==> src/hw/rtl/rc5_block_cipher_defines.svh <==
// assertion macros for the rc5 block cipher rtl, used by rc5_ctrl
`ifndef RC5_BLOCK_CIPHER_DEFINES_SVH
`define RC5_BLOCK_CIPHER_DEFINES_SVH

// same-cycle implication, sampled on aclk, off while aresetn is low
`define RC5_ASSERT_IMP(label, ante, cons, msg) \
    label: assert property (@(posedge aclk) disable iff (!aresetn) (ante) |-> (cons)) \
        else $error(msg);

// next-cycle implication, sampled on aclk, off while aresetn is low
`define RC5_ASSERT_NXT(label, ante, cons, msg) \
    label: assert property (@(posedge aclk) disable iff (!aresetn) (ante) |=> (cons)) \
        else $error(msg);

`endif

==> src/hw/rtl/rc5_pkg.sv <==
`timescale 1ns / 1ps

package rc5_pkg;

    localparam int MAX_ROUNDS    = 32;
    localparam int MAX_KEY_WORDS = 8;
    localparam int TABLE_DEPTH   = 2 * MAX_ROUNDS + 2;
    localparam int SUBKEY_AW     = $clog2(TABLE_DEPTH);
    localparam int WORD_W        = 32;
    localparam int KEY_BYTES     = 4 * MAX_KEY_WORDS;
    localparam int KEY_BITS      = 8 * KEY_BYTES;
    localparam int KEY_IDX_W     = $clog2(MAX_KEY_WORDS);

    localparam int CFG_IDX_W  = 3;
    localparam int CFG_DATA_W = 64;

    localparam logic [WORD_W-1:0] MAGIC_P = 32'hB7E15163;
    localparam logic [WORD_W-1:0] MAGIC_Q = 32'h9E3779B9;

    localparam logic [3:0] ROUNDS_Q_MIN = 4'd2;
    localparam logic [3:0] ROUNDS_Q_MAX = 4'(MAX_ROUNDS / 4);
    localparam logic [5:0] KEY_LEN_MAX  = 6'(KEY_BYTES);
    localparam logic [1:0] MIX_PASS_LAST = 2'd2;

    // operation codes carried in s_tuser
    localparam logic [1:0] OP_EXPAND  = 2'd0;
    localparam logic [1:0] OP_ENCRYPT = 2'd1;
    localparam logic [1:0] OP_DECRYPT = 2'd2;

    // configuration register indexes
    localparam logic [CFG_IDX_W-1:0] REG_ROUNDS_DIV4 = 3'd0;
    localparam logic [CFG_IDX_W-1:0] REG_KEY_LENGTH  = 3'd1;
    localparam logic [CFG_IDX_W-1:0] REG_KEY_WORD_0  = 3'd2;
    localparam logic [CFG_IDX_W-1:0] REG_KEY_WORD_1  = 3'd3;
    localparam logic [CFG_IDX_W-1:0] REG_KEY_WORD_2  = 3'd4;
    localparam logic [CFG_IDX_W-1:0] REG_KEY_WORD_3  = 3'd5;

    typedef enum logic [1:0] {
        ST_IDLE,
        ST_RUN,
        ST_DRAIN,
        ST_FINISH
    } state_t;

    typedef enum logic [1:0] {
        MODE_EXPAND,
        MODE_ENCRYPT,
        MODE_DECRYPT
    } mode_t;

    typedef struct packed {
        logic                 start_expand;
        logic                 start_block;
        logic                 rd_en;
        logic [SUBKEY_AW-1:0] rd_addr;
        logic                 exec_valid;
        mode_t                exec_mode;
        logic [SUBKEY_AW-1:0] exec_idx;
        logic                 exec_first;
        logic                 out_load;
        logic                 out_zero;
        logic                 out_status;
    } ctrl_cmd_t;

endpackage

==> src/hw/rtl/rc5_ram.sv <==
`timescale 1ns / 1ps

module rc5_ram #(
    parameter int WIDTH = 32,
    parameter int DEPTH = 66,
    localparam int AW = $clog2(DEPTH)
) (
    input  logic             aclk,
    input  logic             we,
    input  logic [AW-1:0]    waddr,
    input  logic [WIDTH-1:0] wdata,
    input  logic             re,
    input  logic [AW-1:0]    raddr,
    output logic [WIDTH-1:0] rdata
);

    logic [WIDTH-1:0] mem [0:DEPTH-1];
    logic [WIDTH-1:0] rdata_reg;

    always_ff @(posedge aclk) begin
        if (we) begin
            mem[waddr] <= wdata;
        end
        if (re) begin
            rdata_reg <= mem[raddr];
        end
    end

    assign rdata = rdata_reg;

endmodule

==> src/hw/rtl/rc5_datapath.sv <==
`timescale 1ns / 1ps

module rc5_datapath (
    input  logic                          aclk,
    input  rc5_pkg::ctrl_cmd_t            cmd,
    input  logic [63:0]                   s_tdata,
    input  logic [5:0]                    key_length,
    input  logic [rc5_pkg::KEY_BITS-1:0]  key_bits,
    output logic [63:0]                   m_tdata,
    output logic                          m_tuser
);

    localparam int W = rc5_pkg::WORD_W;

    function automatic logic [W-1:0] rotl(input logic [W-1:0] x, input logic [4:0] n);
        logic [2*W-1:0] d;
        d = {x, x} << n;
        return d[2*W-1:W];
    endfunction

    function automatic logic [W-1:0] rotr(input logic [W-1:0] x, input logic [4:0] n);
        logic [2*W-1:0] d;
        d = {x, x} >> n;
        return d[W-1:0];
    endfunction

    logic [W-1:0] a_reg, a_next;
    logic [W-1:0] b_reg, b_next;
    logic [W-1:0] gen_reg, gen_next;
    logic [rc5_pkg::KEY_IDX_W-1:0] ki_reg, ki_next;
    logic [W-1:0] l_reg  [0:rc5_pkg::MAX_KEY_WORDS-1];
    logic [W-1:0] l_next [0:rc5_pkg::MAX_KEY_WORDS-1];
    logic [63:0] out_data_reg;
    logic        out_status_reg;

    logic [5:0] len_eff;
    logic [rc5_pkg::KEY_IDX_W-1:0] c_last;
    logic [rc5_pkg::KEY_BITS-1:0] key_masked;

    logic [W-1:0] rd_data;
    logic         ram_we;
    logic [W-1:0] s_val, sum1, a_mix, ab, b_mix;
    logic [W-1:0] a_enc, b_enc, a_dec, b_dec;
    logic         is_white;

    rc5_ram #(
        .WIDTH (W),
        .DEPTH (rc5_pkg::TABLE_DEPTH)
    ) u_subkeys (
        .aclk  (aclk),
        .we    (ram_we),
        .waddr (cmd.exec_idx),
        .wdata (a_mix),
        .re    (cmd.rd_en),
        .raddr (cmd.rd_addr),
        .rdata (rd_data)
    );

    always_comb begin
        if (key_length == 6'd0) begin
            len_eff = 6'd1;
        end else if (key_length > rc5_pkg::KEY_LEN_MAX) begin
            len_eff = rc5_pkg::KEY_LEN_MAX;
        end else begin
            len_eff = key_length;
        end
        c_last = rc5_pkg::KEY_IDX_W'(((7'(len_eff) + 7'd3) >> 2) - 7'd1);
        for (int i = 0; i < rc5_pkg::KEY_BYTES; i++) begin
            key_masked[8*i +: 8] = (6'(i) < len_eff) ? key_bits[8*i +: 8] : 8'h00;
        end
    end

    // one step of the selected mode per cycle
    always_comb begin
        s_val    = cmd.exec_first ? gen_reg : rd_data;
        sum1     = s_val + a_reg + b_reg;
        a_mix    = rotl(sum1, 5'd3);
        ab       = a_mix + b_reg;
        b_mix    = rotl(l_reg[ki_reg] + ab, ab[4:0]);
        a_enc    = rotl(a_reg ^ b_reg, b_reg[4:0]) + rd_data;
        b_enc    = rotl(b_reg ^ a_reg, a_reg[4:0]) + rd_data;
        b_dec    = rotr(b_reg - rd_data, a_reg[4:0]) ^ a_reg;
        a_dec    = rotr(a_reg - rd_data, b_reg[4:0]) ^ b_reg;
        is_white = (cmd.exec_idx[rc5_pkg::SUBKEY_AW-1:1] == '0);

        a_next   = a_reg;
        b_next   = b_reg;
        gen_next = gen_reg;
        ki_next  = ki_reg;
        ram_we   = 1'b0;
        for (int w = 0; w < rc5_pkg::MAX_KEY_WORDS; w++) begin
            l_next[w] = l_reg[w];
        end

        if (cmd.start_expand) begin
            a_next   = '0;
            b_next   = '0;
            gen_next = rc5_pkg::MAGIC_P;
            ki_next  = '0;
            for (int w = 0; w < rc5_pkg::MAX_KEY_WORDS; w++) begin
                l_next[w] = key_masked[W*w +: W];
            end
        end else if (cmd.start_block) begin
            a_next = s_tdata[W-1:0];
            b_next = s_tdata[2*W-1:W];
        end else if (cmd.exec_valid) begin
            unique case (cmd.exec_mode)
                rc5_pkg::MODE_EXPAND: begin
                    ram_we         = 1'b1;
                    a_next         = a_mix;
                    b_next         = b_mix;
                    l_next[ki_reg] = b_mix;
                    ki_next        = (ki_reg == c_last) ? '0 : ki_reg + 1'b1;
                    if (cmd.exec_first) begin
                        gen_next = gen_reg + rc5_pkg::MAGIC_Q;
                    end
                end
                rc5_pkg::MODE_ENCRYPT: begin
                    if (is_white) begin
                        if (cmd.exec_idx[0]) begin
                            b_next = b_reg + rd_data;
                        end else begin
                            a_next = a_reg + rd_data;
                        end
                    end else if (cmd.exec_idx[0]) begin
                        b_next = b_enc;
                    end else begin
                        a_next = a_enc;
                    end
                end
                rc5_pkg::MODE_DECRYPT: begin
                    if (is_white) begin
                        if (cmd.exec_idx[0]) begin
                            b_next = b_reg - rd_data;
                        end else begin
                            a_next = a_reg - rd_data;
                        end
                    end else if (cmd.exec_idx[0]) begin
                        b_next = b_dec;
                    end else begin
                        a_next = a_dec;
                    end
                end
                default: begin
                    a_next = a_reg;
                end
            endcase
        end
    end

    always_ff @(posedge aclk) begin
        a_reg   <= a_next;
        b_reg   <= b_next;
        gen_reg <= gen_next;
        ki_reg  <= ki_next;
        for (int w = 0; w < rc5_pkg::MAX_KEY_WORDS; w++) begin
            l_reg[w] <= l_next[w];
        end
        if (cmd.out_load) begin
            out_data_reg   <= cmd.out_zero ? 64'd0 : {b_reg, a_reg};
            out_status_reg <= cmd.out_status;
        end
    end

    assign m_tdata = out_data_reg;
    assign m_tuser = out_status_reg;

endmodule
==> config.mk <==
export PLATFORM = sky130hd
export DESIGN_NAME = rc5_datapath
export DESIGN_NICKNAME = d
export VERILOG_FILES = /design/src/hw/rtl/rc5_block_cipher_defines.svh /design/src/hw/rtl/rc5_pkg.sv /design/src/hw/rtl/rc5_ram.sv /design/src/hw/rtl/rc5_datapath.sv
export SDC_FILE = /design/constraint.sdc
export NUM_CORES = 2
export LEC_CHECK = 0
export BUFFER_PORTS_ARGS = -buffer_cell sky130_fd_sc_hd__buf_2
export CAP_MARGIN = 20
export CORE_AREA = 2 2 515 517
export CTS_BUF_LIST = sky130_fd_sc_hd__clkbuf_16
export CTS_CLUSTER_DIAMETER = 60
export DETAILED_ROUTE_END_ITERATION = 7
export DIE_AREA = 0 0 517 519
export HOLD_SLACK_MARGIN = 0.12
export PLACE_DENSITY_LB_ADDON = 0.2
export SETUP_SLACK_MARGIN = 0.4
export SLEW_MARGIN = 20
export SYNTH_ARGS = -nofsm -noshare
export SYNTH_HDL_FRONTEND = slang
export SYNTH_HIERARCHICAL = 1
export SYNTH_SLANG_ARGS = --single-unit
==> constraint.sdc <==
create_clock -name aclk -period 28.5 [get_ports aclk]
set_input_delay 2.85 -clock aclk [delete_from_list [all_inputs] [get_ports aclk]]
set_output_delay 2.85 -clock aclk [all_outputs]
set_load 0.05 [all_outputs]
==> flow_summary_export.csv <==
group,metric,value,unit
run_status,outcome,"finished, violations left",
run_status,violations,"DRC",
finish,synthToLayoutAreaGrowth,12.6,%
global_routing,grt_busiest_layer,"met2",
route,drt_wl_total,490000,µm
route,drc,1,
timing,final.setup.worst_slack,13.40,ns
global_routing,antenna_found_initial,54,
global_routing,grt_start_max_net_pins,117,
synth,synth_seq_cells,2567,
placement,pre_cts_slack,12.85,ns
synth,ys_types,103,
timing,rsz0062_at_grt,"no",
synth,seq_area_frac_synth,59.2,%
setup_path,end_kind,"register",
timing,fin_crit_sh,53.0,%
die,start_util,48.7,%
setup_path,crit_type,"input port to register",
cts,clkTransAtPathRegs,0.06,ns
flow_run,drv_cap,0,
timing,max_freq,0.0662,GHz
die,rows,189,
setup_path,slowest_delay,0.82,ns
global_routing,grt_first_pass_wirelength,676000,µm
synth,syn-num-nets,9654,
route,wl_per_cell,37.0,µm
cts,cts_resized,0,
setup_path,cp.buffers_inverters,4,
synth,netlist_area,128000,µm²
route,drt_first_pass_iters,8,
synth,synth_warnings,6,
cts,clk_latency,0.91,ns
global_routing,use_met2,53.1,%
setup_path,cp.required,29.28,ns
timing,slew_headroom,14.6,%
route,drtIter0Drc,13100,
finish,num-nets-final,10100,
die,io_pins,416,
global_routing,first_global_vias,85100,
setup_path,worst_path_max_delay_cell,"mux2i_2",
placement,gp_congestion,1.11,
setup_path,cp.arrival,15.89,ns
timing,timing.setup.tns,0,ns
cts,cts_buffers,281,
setup_path,crit_top_cell,"o21ai_0",
hold_path,timing.hold.worst.class,"register to register",
setup_path,crit_family,"compound AO/OA/AOI/OAI gates",
die,dieArea,268000,µm²
placement,hpwl,329000,µm
timing,skew,0.0680,ns
timing,fin_crit,15.10,ns
timing,setup-violations-final,0,
finish,drive_gt1_share,22.4,%
finish,largest_reg_flops,2112,
synth,synth_cells,9014,
synth,synth_top_flop_cell,"edfxtp_1",
timing,finalMaxSlewViolations,0,
die,core_area,263000,µm²
cts,root_buffer,"clkbuf_16",
setup_path,critPathLaunchType,"input port",
placement,io_buffers,415,
cts,numClockSinks,2567,
cts,htree_levels,5,
die,die_width,517,µm
timing,hold_viol_final,0,
finish,final_common_cell,"edfxtp_1",
cts,cts_tree,"yes",
synth,syn_area_per_cell,14.2,µm²
die,die_h,519,µm
global_routing,grt_use_met3,7.35,%
cts,post_cts_buffers,0,
global_routing,overflow,0,
synth,synth_edf_count,2465,
route,antenna_left,0,
route,viasPerCell,6.83,
global_routing,grt_util_met1,49.1,%
setup_path,crit_fanout,63,
timing,worstMarginPinSlew,1.28,ns
synth,async_flop_share,0,%
route,num_vias,90400,
global_routing,grt_usage,35.9,%
cts,hold_buffers,0,
finish,final_cell_mix,"2,465 x edfxtp_1, 811 x nand2_1, 655 x mux4_2, 498 x o21ai_0, 418 x a21oi_1",
cts,clock_path_buffers,4,
## layer usage
layer  wire [µm]  vias up
met2      216000     5905
met3       51400     1295
li1            -    36900
met1      187000    46300
met5         221        -
met4       35200       34
## cells in the mapped netlist, types with 37 or more instances
cell      instances  area share [%]
mux2_2          181             1.6
dfxtp_1         102             1.6
buf_2            61            0.24
o21a_1           66            0.39
or3_1            37            0.18
xor2_1           91            0.62
a31oi_1          64            0.31
a22o_1          108            0.74
nor2_1          474             1.4
and2_1           44            0.21
o21ai_0         504             2.0
a21oi_1         422             1.6
nand4_1          42            0.20
inv_1           101            0.30
nand2b_1         58            0.28
nor3_1          105            0.41
buf_1            87            0.25
a211oi_1         94            0.55
a22oi_1          74            0.43
mux4_2          655              11
o31ai_1          42            0.25
o22ai_1         111            0.54
clkbuf_1        334            0.98
nor2b_1         102            0.50
ha_1            251             2.4
mux2i_1         329             2.6
o221ai_1         38            0.26
nand2_1         811             2.4
a21o_1          134            0.78
a221oi_1         57            0.39
nand3_1         113            0.44
fa_1             38            0.59
o211ai_1         63            0.37
edfxtp_1       2465              58
xnor2_1         186             1.3
## tightest hold or removal path, delay by kind of cell, from the launching register on
| kind | cells | cell delay, ns |
|---|---|---|
| simple gates | 1 | 0.05 |
| xor+xnor | 1 | 0.09 |
| flops | 1 | 0.37 |
## worst paths after layout
check | from | endpoint | slack (ns) | cells past startpoint
worst max-delay path | cmd[3] | b_reg[13] | 13.40 | 45
worst min-delay path | gen_reg[31] | gen_reg[31] | 0.53 | 2
worst min register to register | gen_reg[31] | gen_reg[31] | 0.53 | 2
worst max register to register | u_subkeys/rdata[1] | b_reg[13] | 15.38 | 43
## per-stage QoR
step                hold WS (ns)  area, µm²  util (%)  std cells
detailed placement         0.501     136000      51.5      12700
global route               0.568     145000      54.9      13200
CTS                        0.519     144000      54.8      13200
floorplan                  0.465     128000         -       9014
global placement           0.487     136000      51.5      12700
finish                     0.535     145000      54.9      13200
## cell type report
type	instances	area (µm²)
flip-flops and latches	2567	76100
fillers	21400	119000
repair buffers	706	4330
well taps	3533	4420
diodes	27	67.6
inverters	112	424
clock inverters	219	1750
clock buffers	283	7080
multi-input cells	5788	50400
## kinds of logic (layout without fill, tap and decap cells)
kind of cell,Yosys count,in the layout,synth area share (%)
other,0,27,0
adders and majority gates,289,289,3.04
xor gates and xnor gates,279,279,1.93
DFF,2567,2567,59.2
buffers and inverters,659,1320,2.28
AOI/OAI and AO/OA,2117,2117,11.0
and+or+nand+nor,1932,1932,6.78
muxes,1171,1171,15.7
Power is left out: the tool's default activity adds up to more than one toggle a clock period on the data nets, which glitch-free logic cannot reach.
