===== src/hw/rtl/rc5_block_cipher_defines.svh =====
// assertion macros for the rc5 block cipher rtl, used by rc5_ctrl
`ifndef RC5_BLOCK_CIPHER_DEFINES_SVH
`define RC5_BLOCK_CIPHER_DEFINES_SVH

// same-cycle implication, sampled on aclk, off while aresetn is low
`define RC5_ASSERT_IMP(label, ante, cons, msg) \
    label: assert property (@(posedge aclk) disable iff (!aresetn) (ante) |-> (cons)) \
        else $error(msg);

// next-cycle implication, sampled on aclk, off while aresetn is low
`define RC5_ASSERT_NXT(label, ante, cons, msg) \
    label: assert property (@(posedge aclk) disable iff (!aresetn) (ante) |=> (cons)) \
        else $error(msg);

`endif


===== src/hw/rtl/rc5_pkg.sv =====
`timescale 1ns / 1ps

package rc5_pkg;

    localparam int MAX_ROUNDS    = 32;
    localparam int MAX_KEY_WORDS = 8;
    localparam int TABLE_DEPTH   = 2 * MAX_ROUNDS + 2;
    localparam int SUBKEY_AW     = $clog2(TABLE_DEPTH);
    localparam int WORD_W        = 32;
    localparam int KEY_BYTES     = 4 * MAX_KEY_WORDS;
    localparam int KEY_BITS      = 8 * KEY_BYTES;
    localparam int KEY_IDX_W     = $clog2(MAX_KEY_WORDS);

    localparam int CFG_IDX_W  = 3;
    localparam int CFG_DATA_W = 64;

    localparam logic [WORD_W-1:0] MAGIC_P = 32'hB7E15163;
    localparam logic [WORD_W-1:0] MAGIC_Q = 32'h9E3779B9;

    localparam logic [3:0] ROUNDS_Q_MIN = 4'd2;
    localparam logic [3:0] ROUNDS_Q_MAX = 4'(MAX_ROUNDS / 4);
    localparam logic [5:0] KEY_LEN_MAX  = 6'(KEY_BYTES);
    localparam logic [1:0] MIX_PASS_LAST = 2'd2;

    // operation codes carried in s_tuser
    localparam logic [1:0] OP_EXPAND  = 2'd0;
    localparam logic [1:0] OP_ENCRYPT = 2'd1;
    localparam logic [1:0] OP_DECRYPT = 2'd2;

    // configuration register indexes
    localparam logic [CFG_IDX_W-1:0] REG_ROUNDS_DIV4 = 3'd0;
    localparam logic [CFG_IDX_W-1:0] REG_KEY_LENGTH  = 3'd1;
    localparam logic [CFG_IDX_W-1:0] REG_KEY_WORD_0  = 3'd2;
    localparam logic [CFG_IDX_W-1:0] REG_KEY_WORD_1  = 3'd3;
    localparam logic [CFG_IDX_W-1:0] REG_KEY_WORD_2  = 3'd4;
    localparam logic [CFG_IDX_W-1:0] REG_KEY_WORD_3  = 3'd5;

    typedef enum logic [1:0] {
        ST_IDLE,
        ST_RUN,
        ST_DRAIN,
        ST_FINISH
    } state_t;

    typedef enum logic [1:0] {
        MODE_EXPAND,
        MODE_ENCRYPT,
        MODE_DECRYPT
    } mode_t;

    typedef struct packed {
        logic                 start_expand;
        logic                 start_block;
        logic                 rd_en;
        logic [SUBKEY_AW-1:0] rd_addr;
        logic                 exec_valid;
        mode_t                exec_mode;
        logic [SUBKEY_AW-1:0] exec_idx;
        logic                 exec_first;
        logic                 out_load;
        logic                 out_zero;
        logic                 out_status;
    } ctrl_cmd_t;

endpackage


===== src/hw/rtl/rc5_ctrl.sv =====
`timescale 1ns / 1ps
`include "rc5_block_cipher_defines.svh"

module rc5_ctrl (
    input  logic               aclk,
    input  logic               aresetn,
    input  logic               s_tvalid,
    output logic               s_tready,
    input  logic [1:0]         s_op,
    output logic               m_tvalid,
    input  logic               m_tready,
    input  logic [3:0]         rounds_div4,
    output rc5_pkg::ctrl_cmd_t cmd
);

    rc5_pkg::state_t state_reg, state_next;
    rc5_pkg::mode_t  mode_reg, mode_next;
    logic [rc5_pkg::SUBKEY_AW-1:0] idx_reg, idx_next;
    logic [1:0] pass_reg, pass_next;
    logic key_valid_reg, key_valid_next;
    logic zero_reg, zero_next;
    logic status_reg, status_next;
    logic out_valid_reg, out_valid_next;
    logic exec_valid_reg, exec_valid_next;
    logic [rc5_pkg::SUBKEY_AW-1:0] exec_idx_reg, exec_idx_next;
    logic exec_first_reg, exec_first_next;

    logic [3:0] q_eff;
    logic [rc5_pkg::SUBKEY_AW-1:0] t_last;
    logic run_last;

    // index of the last subkey, 2R+1
    always_comb begin
        if (rounds_div4 < rc5_pkg::ROUNDS_Q_MIN) begin
            q_eff = rc5_pkg::ROUNDS_Q_MIN;
        end else if (rounds_div4 > rc5_pkg::ROUNDS_Q_MAX) begin
            q_eff = rc5_pkg::ROUNDS_Q_MAX;
        end else begin
            q_eff = rounds_div4;
        end
        t_last = {q_eff, 3'b001};
    end

    always_comb begin
        unique case (mode_reg)
            rc5_pkg::MODE_EXPAND: begin
                run_last = (pass_reg == rc5_pkg::MIX_PASS_LAST) && (idx_reg == t_last);
            end
            rc5_pkg::MODE_ENCRYPT: begin
                run_last = (idx_reg == t_last);
            end
            default: begin
                run_last = (idx_reg == '0);
            end
        endcase
    end

    always_ff @(posedge aclk) begin
        if (!aresetn) begin
            state_reg      <= rc5_pkg::ST_IDLE;
            mode_reg       <= rc5_pkg::MODE_EXPAND;
            idx_reg        <= '0;
            pass_reg       <= '0;
            key_valid_reg  <= 1'b0;
            zero_reg       <= 1'b0;
            status_reg     <= 1'b0;
            out_valid_reg  <= 1'b0;
            exec_valid_reg <= 1'b0;
            exec_idx_reg   <= '0;
            exec_first_reg <= 1'b0;
        end else begin
            state_reg      <= state_next;
            mode_reg       <= mode_next;
            idx_reg        <= idx_next;
            pass_reg       <= pass_next;
            key_valid_reg  <= key_valid_next;
            zero_reg       <= zero_next;
            status_reg     <= status_next;
            out_valid_reg  <= out_valid_next;
            exec_valid_reg <= exec_valid_next;
            exec_idx_reg   <= exec_idx_next;
            exec_first_reg <= exec_first_next;
        end
    end

    always_comb begin
        state_next      = state_reg;
        mode_next       = mode_reg;
        idx_next        = idx_reg;
        pass_next       = pass_reg;
        key_valid_next  = key_valid_reg;
        zero_next       = zero_reg;
        status_next     = status_reg;
        exec_valid_next = 1'b0;
        exec_idx_next   = idx_reg;
        exec_first_next = (pass_reg == 2'd0);
        s_tready        = 1'b0;

        cmd            = '0;
        cmd.rd_addr    = idx_reg;
        cmd.exec_valid = exec_valid_reg;
        cmd.exec_mode  = mode_reg;
        cmd.exec_idx   = exec_idx_reg;
        cmd.exec_first = exec_first_reg;
        cmd.out_zero   = zero_reg;
        cmd.out_status = status_reg;

        unique case (state_reg)
            rc5_pkg::ST_IDLE: begin
                s_tready = 1'b1;
                if (s_tvalid) begin
                    if (s_op == rc5_pkg::OP_EXPAND) begin
                        mode_next        = rc5_pkg::MODE_EXPAND;
                        idx_next         = '0;
                        pass_next        = '0;
                        cmd.start_expand = 1'b1;
                        state_next       = rc5_pkg::ST_RUN;
                    end else if (s_op == rc5_pkg::OP_ENCRYPT && key_valid_reg) begin
                        mode_next       = rc5_pkg::MODE_ENCRYPT;
                        idx_next        = '0;
                        cmd.start_block = 1'b1;
                        state_next      = rc5_pkg::ST_RUN;
                    end else if (s_op == rc5_pkg::OP_DECRYPT && key_valid_reg) begin
                        mode_next       = rc5_pkg::MODE_DECRYPT;
                        idx_next        = t_last;
                        cmd.start_block = 1'b1;
                        state_next      = rc5_pkg::ST_RUN;
                    end else begin
                        zero_next   = 1'b1;
                        status_next = (s_op == rc5_pkg::OP_ENCRYPT)
                                   || (s_op == rc5_pkg::OP_DECRYPT);
                        state_next  = rc5_pkg::ST_FINISH;
                    end
                end
            end
            rc5_pkg::ST_RUN: begin
                cmd.rd_en       = 1'b1;
                exec_valid_next = 1'b1;
                unique case (mode_reg)
                    rc5_pkg::MODE_EXPAND: begin
                        if (idx_reg == t_last) begin
                            idx_next  = '0;
                            pass_next = pass_reg + 2'd1;
                        end else begin
                            idx_next = idx_reg + 1'b1;
                        end
                    end
                    rc5_pkg::MODE_ENCRYPT: begin
                        idx_next = idx_reg + 1'b1;
                    end
                    default: begin
                        idx_next = idx_reg - 1'b1;
                    end
                endcase
                if (run_last) begin
                    state_next = rc5_pkg::ST_DRAIN;
                end
            end
            rc5_pkg::ST_DRAIN: begin
                status_next = 1'b0;
                if (mode_reg == rc5_pkg::MODE_EXPAND) begin
                    key_valid_next = 1'b1;
                    zero_next      = 1'b1;
                end else begin
                    zero_next = 1'b0;
                end
                state_next = rc5_pkg::ST_FINISH;
            end
            rc5_pkg::ST_FINISH: begin
                if (!out_valid_reg || m_tready) begin
                    cmd.out_load = 1'b1;
                    state_next   = rc5_pkg::ST_IDLE;
                end
            end
            default: begin
                state_next = rc5_pkg::ST_IDLE;
            end
        endcase

        if (cmd.out_load) begin
            out_valid_next = 1'b1;
        end else if (m_tready) begin
            out_valid_next = 1'b0;
        end else begin
            out_valid_next = out_valid_reg;
        end
    end

    assign m_tvalid = out_valid_reg;

    `RC5_ASSERT_IMP(a_no_overwrite, cmd.out_load, !out_valid_reg || m_tready, "pending result overwritten")
    `RC5_ASSERT_IMP(a_drain_has_step, state_reg == rc5_pkg::ST_DRAIN, exec_valid_reg, "drain without last step")
    `RC5_ASSERT_NXT(a_expand_sets_key, state_reg == rc5_pkg::ST_DRAIN && mode_reg == rc5_pkg::MODE_EXPAND, key_valid_reg, "key not marked valid")
    `RC5_ASSERT_NXT(a_accept_starts, s_tvalid && s_tready, state_reg == rc5_pkg::ST_RUN || state_reg == rc5_pkg::ST_FINISH, "accepted transaction did not start")

endmodule


===== config.mk =====
export PLATFORM = sky130hd
export DESIGN_NAME = rc5_ctrl
export DESIGN_NICKNAME = d
export VERILOG_FILES = /design/src/hw/rtl/rc5_pkg.sv /design/src/hw/rtl/rc5_ctrl.sv
export VERILOG_INCLUDE_DIRS = /design/src /design/src/hw/rtl
export SDC_FILE = /design/constraint.sdc
export NUM_CORES = 1
export LEC_CHECK = 0
export ABC_AREA = 0
export BUFFER_PORTS_ARGS = -buffer_cell sky130_fd_sc_hd__buf_2
export CORE_ASPECT_RATIO = 1.25
export CORE_UTILIZATION = 31
export CTS_BUF_LIST = sky130_fd_sc_hd__clkbuf_2 sky130_fd_sc_hd__clkbuf_4 sky130_fd_sc_hd__clkbuf_8
export DETAILED_ROUTE_END_ITERATION = 10
export PLACE_DENSITY = 0.6
export SYNTH_ARGS = -nofsm -noshare
export SYNTH_HDL_FRONTEND = slang
export SYNTH_SLANG_ARGS = --single-unit

===== constraint.sdc =====
create_clock -name aclk -period 4.5 [get_ports aclk]
set_input_delay 0.9 -clock aclk [delete_from_list [all_inputs] [get_ports aclk]]
set_output_delay 0.9 -clock aclk [all_outputs]
set_load 0.01 [all_outputs]

==> flow_summary.yaml, run 1 <==
placement:
  place.gp.congestion: 0.831
  dp_hpwl_um: 2970
  numPortBuffers: 35
detailed_routing:
  firstDrtPassIters: 4
  drt_iter0_drc: 28
  drcViolationCount: 0
  routedWlPerCell_um: 13.9
  num_vias: 1479
  wl_um: 3990
  ant_nets: 0
  vias_per_cell: 5.15
setup_path:
  crit_required_ns: 3.60
  start_kind: "primary input"
  cp_cell_sequence: "buf_2 -> inv_1 -> ha_1 -> o21ai_1 -> nor3_1 -> buf_2"
  regToRegStartpoint: "exec_idx_next[1]"
  r2r-end: "pass_reg[0]"
  critical_path_class: "in -> out"
  endpoint_kind: "output port"
  r2r_setup_slack_ns: 2.24
  critPathArrivalTime_ns: 1.75
  reg2regPathDepth: 7
  critPathMaxStageDelay_ns: 0.22
  crit_path_top_delay_cell: "nor3_1"
  cp_common_cell: "buf_2"
  path_max_fanout: 4
worst_hold_path:
  hp-start: "pass_reg[0]"
  whs_endpoint: "pass_reg[0]"
  hp-class: "reg -> reg"
  min_path_cells: 2
timing:
  setup_tns_ns: 0
  fin_crit_sh_pct: 58.8
  skew_ns: 0.0102
  setup_violations: 0
  tightest_slew_ns: 0.731
  fin_crit_ns: 2.65
  timing.fmax_mhz: 378
  slew_viol_final: 0
  rsz0062_at_grt: "false"
  slew-limit-headroom_pct: 51.3
  hold_viol: 0
yosys:
  synth_edf_count: 0
  ys_ff_latch: 26
  synth_area_mm2: 0.00175
  syn_area_per_cell_um2: 8.70
  yosysTopAreaCell: "dfxtp_1"
  async_flop_share_pct: 0
  synth-seq-area-share_pct: 29.8
  syn_nets: 224
  synth_flop_cell: "dfxtp_1"
  synth.area.top_cells: "dfxtp_1, ha_1, mux2i_1"
  yosysUniqueCellTypes: 50
  syn_inst: 201
  ys_warn_count: 0
  post-synth-top-area-fraction_pct: 29.8
clocking:
  clock-sinks: 26
  cts_tree: "done"
  cts_buffers: 3
  postCtsHoldBufs: 0
  htreeDepth: 1
  clkLatencyLatePin_ns: 0.28
  post_cts_buffers: 0
  root_buffer: "clkbuf_8"
  cts_resized: 0
  clk_pin_slew_worst_paths_ns: 0.10
  cts_buffer_depth: 2
floorplanning:
  row_count: 30
  dieArea_mm2: 0.00594
  start_util_pct: 32.1
  num_io_pins: 36
  die_x_um: 69.2
  core_area_mm2: 0.00544
  die_h_um: 86.0
cells_and_area:
  area_delta_synth_final_pct: 10.5
  drive_above_1_share_pct: 20.6
  nNetsFinal: 248
  layout_commonest_cell: "buf_2"
  fillers: 582
  final_cell_mix: "buf_2, dfxtp_1, nor2_1, inv_1, nand2_1"
  antennaDiodeCount: 0
global_route:
  grtUsageTotal_pct: 13.2
  grt_max_degree: 21
  grt-ovfl-total: 0
  antenna_found_initial: 0
  grt_pass1_wl_um: 6310
  grt_pass1_vias: 1354
power_and_ir_drop:
  p_per_area_mw_per_mm2: 410
  power_w: 0.000792
  p_leak_nw: 0.834
  peakVddDrop_uv: 127
run_status:
  status: "completed"
run:
  cap_viol_max_count: 0
## metrics by stage
step                instance area, um^2  hold WS (ns)  utilization, %  instances  worst slack, ns
detailed placement                 1890         0.457            34.7        284             1.87
finish                             1930         0.466            35.5        287             1.85
floorplan                          1750         0.435               -        201             2.06
global route                       1930         0.487            35.5        287             1.76
global placement                   1890         0.449            34.7        284             1.90
CTS                                1930         0.470            35.5        287             1.86
## cell type report
| cell class | instances | area (um^2) | share of cell area [%] |
|---|---|---|---|
| Clock buffer | 3 | 41.3 | 2.14 |
| Inverter | 14 | 52.6 | 2.72 |
| Multi-Input combinational cell | 145 | 1060 | 55.0 |
| Sequential cell | 26 | 520 | 27.0 |
| Tap cell | 64 | 80.1 | 4.15 |
| Timing Repair Buffer | 35 | 175 | 9.07 |
## power breakdown
part	internal, W	total, W	switching [W]	leakage [nW]
sequential	0.000262	0.000297	0.0000348	0.211
combinational	0.000146	0.000359	0.000213	0.601
clock	0.0000602	0.000136	0.0000754	0.0216
## critical path, delay by kind of cell
family                   cells  cell delay, ns
buffers and inverters        3            0.35
adder cells (fa/ha/maj)      1            0.16
AO/OA/AOI/OAI                1            0.12
AND/OR/NAND/NOR              1            0.22
## how the worst max path moves through the flow
stage / from / endpoint / slack (ns) / cells after the start
after CTS: s_op[1] / cmd[22] / 1.86 / 6
after detailed placement: s_op[1] / cmd[22] / 1.87 / 6
after global placement: s_op[1] / cmd[22] / 1.90 / 6
after global routing: s_op[1] / cmd[22] / 1.76 / 6
after floorplan: s_op[0] / cmd[22] / 2.06 / 3
final: s_op[1] / cmd[22] / 1.85 / 6
## layer usage
layer	track usage (%)	wire length (um)	vias to the layer above
li1	-	-	754
met2	23.9	2010	31
met4	6.31	95	0
met1	15.0	1760	686
met3	1.88	122	8
met5	0	0	-
## cell usage after synthesis, types with 7 or more instances
library cell,instances
dfxtp_1,26
nor2_1,16
inv_1,14
nand2_1,14
ha_1,13
nand3_1,9
mux2i_1,8
and2_1,7
buf_4,7
nand4_1,7
nor3_1,7
## cells by family (layout without fill, tap and decap cells)
group / count (synthesis) / count (layout) / synth area share (%)
AND/OR/NAND/NOR: 85 / 85 / 27.1
buffers and inverters: 30 / 52 / 9.52
AO/OA/AOI/OAI: 32 / 32 / 16.0
adder cells (fa/ha/maj): 13 / 13 / 9.31
multiplexers: 9 / 9 / 5.23
XOR/XNOR: 6 / 6 / 3.01
flip-flops: 26 / 26 / 29.8
(Power assumes the default switching activity.)
==> run 2: changes to the inputs <==
- clock period: 4.5 -> 2.75 ns (I/O delays scaled with it)
==> run 2 against run 1 <==
Largest cell class unchanged. Utilization grew 0.14 points. Total power grew 63%. Sequential share of layout area shrank 0.10 points. Clock power grew 60%.
==> flow_summary.yaml, run 2 (synthesized netlist as in run 1, its figures left out) <==
timing:
  slew_viol_final: 0
  setup_violations: 0
  skew_ns: 0.00255
  setup_tns_ns: 0
  tightest_slew_ns: 0.551
  rsz0062_at_grt: "false"
  hold_viol: 0
  fin_crit_sh_pct: 82.2
  timing.fmax_mhz: 443
  slew-limit-headroom_pct: 63.2
  fin_crit_ns: 2.26
  hold_slack_ns: 0.464
detailed_routing:
  num_vias: 1501
  wl_um: 3910
  drt_iter0_drc: 66
  drcViolationCount: 0
  vias_per_cell: 5.21
  firstDrtPassIters: 4
  routedWlPerCell_um: 13.6
  ant_nets: 0
power_and_ir_drop:
  switching_share_pct: 40.3
  seqPwrFrac_pct: 37.5
  internal_power_w: 0.000772
  p_clk_share_pct: 16.8
  switchingPower_w: 0.000522
  peakVddDrop_uv: 180
  p_per_area_mw_per_mm2: 668
  p_leak_nw: 0.840
  p_comb_share_pct: 45.7
run_status:
  status: "completed"
clocking:
  cts_tree: "done"
  cts_resized: 0
  postCtsHoldBufs: 0
  clk_pin_slew_worst_paths_ns: 0.09
  htreeDepth: 1
  cts_buffers: 3
  clock-sinks: 26
  cts_buffer_depth: 2
  clkLatencyLatePin_ns: 0.27
  root_buffer: "clkbuf_8"
  post_cts_buffers: 0
cells_and_area:
  layout_commonest_cell: "buf_2"
  antennaDiodeCount: 0
  drive_above_1_share_pct: 21.0
  design_area_mm2: 0.00194
  ff_latch_area_um2: 520
  area_delta_synth_final_pct: 10.9
  nNetsFinal: 249
  fillers: 582
  final_cell_mix: "buf_2, dfxtp_1, nor2_1, inv_1, nand2_1"
  multi_input_area_mm2: 0.00106
placement:
  place_area_mm2: 0.00190
  dp_hpwl_um: 2930
  numPortBuffers: 35
  place.gp.congestion: 0.857
floorplanning:
  start_util_pct: 32.1
  die_h_um: 86.0
  num_io_pins: 36
  core_area_mm2: 0.00544
  dieArea_mm2: 0.00594
  row_count: 30
  die_x_um: 69.2
worst_hold_path:
  hp-start: "pass_reg[0]"
  hp-class: "reg -> reg"
setup_path:
  crit_required_ns: 2.95
  critPathArrivalTime_ns: 2.46
  start_kind: "register"
  regToRegStartpoint: "exec_idx_next[1]"
  path_max_fanout: 9
  endpoint_kind: "register"
  worstSetupStartpoint: "exec_idx_next[1]"
  critical_path_class: "reg -> reg"
global_route:
  grt_pass1_vias: 1334
  grt_pass1_wl_um: 6440
  grt-ovfl-total: 0
  grtUsageTotal_pct: 13.6
  antenna_found_initial: 0
  grt_max_degree: 21
run:
  cap_viol_max_count: 0
==> run 2: cell types whose count changed in the layout (fill, tap and decap cells not counted) <==
cell and change:
buf_4 +1
==> run 2: final cells by class <==
| type | count | share of cell area [%] |
|---|---|---|
| tap | 64 | 4.13 |
| inverter | 14 | 2.71 |
| sequential | 26 | 26.9 |
| timing repair buffer | 36 | 9.43 |
| clock buffer | 3 | 2.13 |
| multi-input combinational | 145 | 54.7 |
==> run 2: through the flow <==
| step | power [W] | cells | utilization [%] | setup WS [ns] |
|---|---|---|---|---|
| final | 0.00129 | 288 | 35.6 | 0.490 |
| after global routing | 0.00140 | 288 | 35.6 | 0.329 |
| after detailed placement | 0.00109 | 285 | 34.9 | 0.509 |
| after CTS | 0.00130 | 288 | 35.6 | 0.491 |
| after global placement | 0.00108 | 285 | 34.9 | 0.551 |
| after floorplan | 0.000965 | 201 | - | 0.746 |
==> run 2: worst paths after layout <==
check | slack [ns] | to | cells past startpoint
hold / removal | 0.46 | pass_reg[0] | 2
hold reg to reg | 0.46 | pass_reg[0] | 2
setup reg to reg | 0.49 | pass_reg[1] | 7
setup / recovery | 0.49 | pass_reg[1] | 7
==> run 2: power by group through the flow <==
stage,sequential [W],combinational (W),clock [W]
6_report,0.000485,0.000591,0.000217
3_3_place_gp,0.000492,0.000592,0
3_5_place_dp,0.000494,0.000594,0
2_1_floorplan,0.000482,0.000483,0
5_1_grt,0.000495,0.000662,0.000244
4_1_cts,0.000486,0.000596,0.000222
==> run 2: worst max-delay path, stage by stage (launching register included) <==
cell      delay, ns
dfxtp_1        0.38
inv_1          0.18
ha_1           0.20
or4bb_1        0.52
o22ai_2        0.18
o311ai_4       0.22
a22oi_4        0.29
mux2i_1        0.21
==> run 2: per-layer routing <==
metal | up-vias | wire [um] | track usage [%]
met3 | 7 | 138 | 1.53
met4 | 0 | 82 | 6.68
met5 | - | 0 | 0
met2 | 37 | 1980 | 24.4
li1 | 759 | - | -
met1 | 698 | 1710 | 16.1
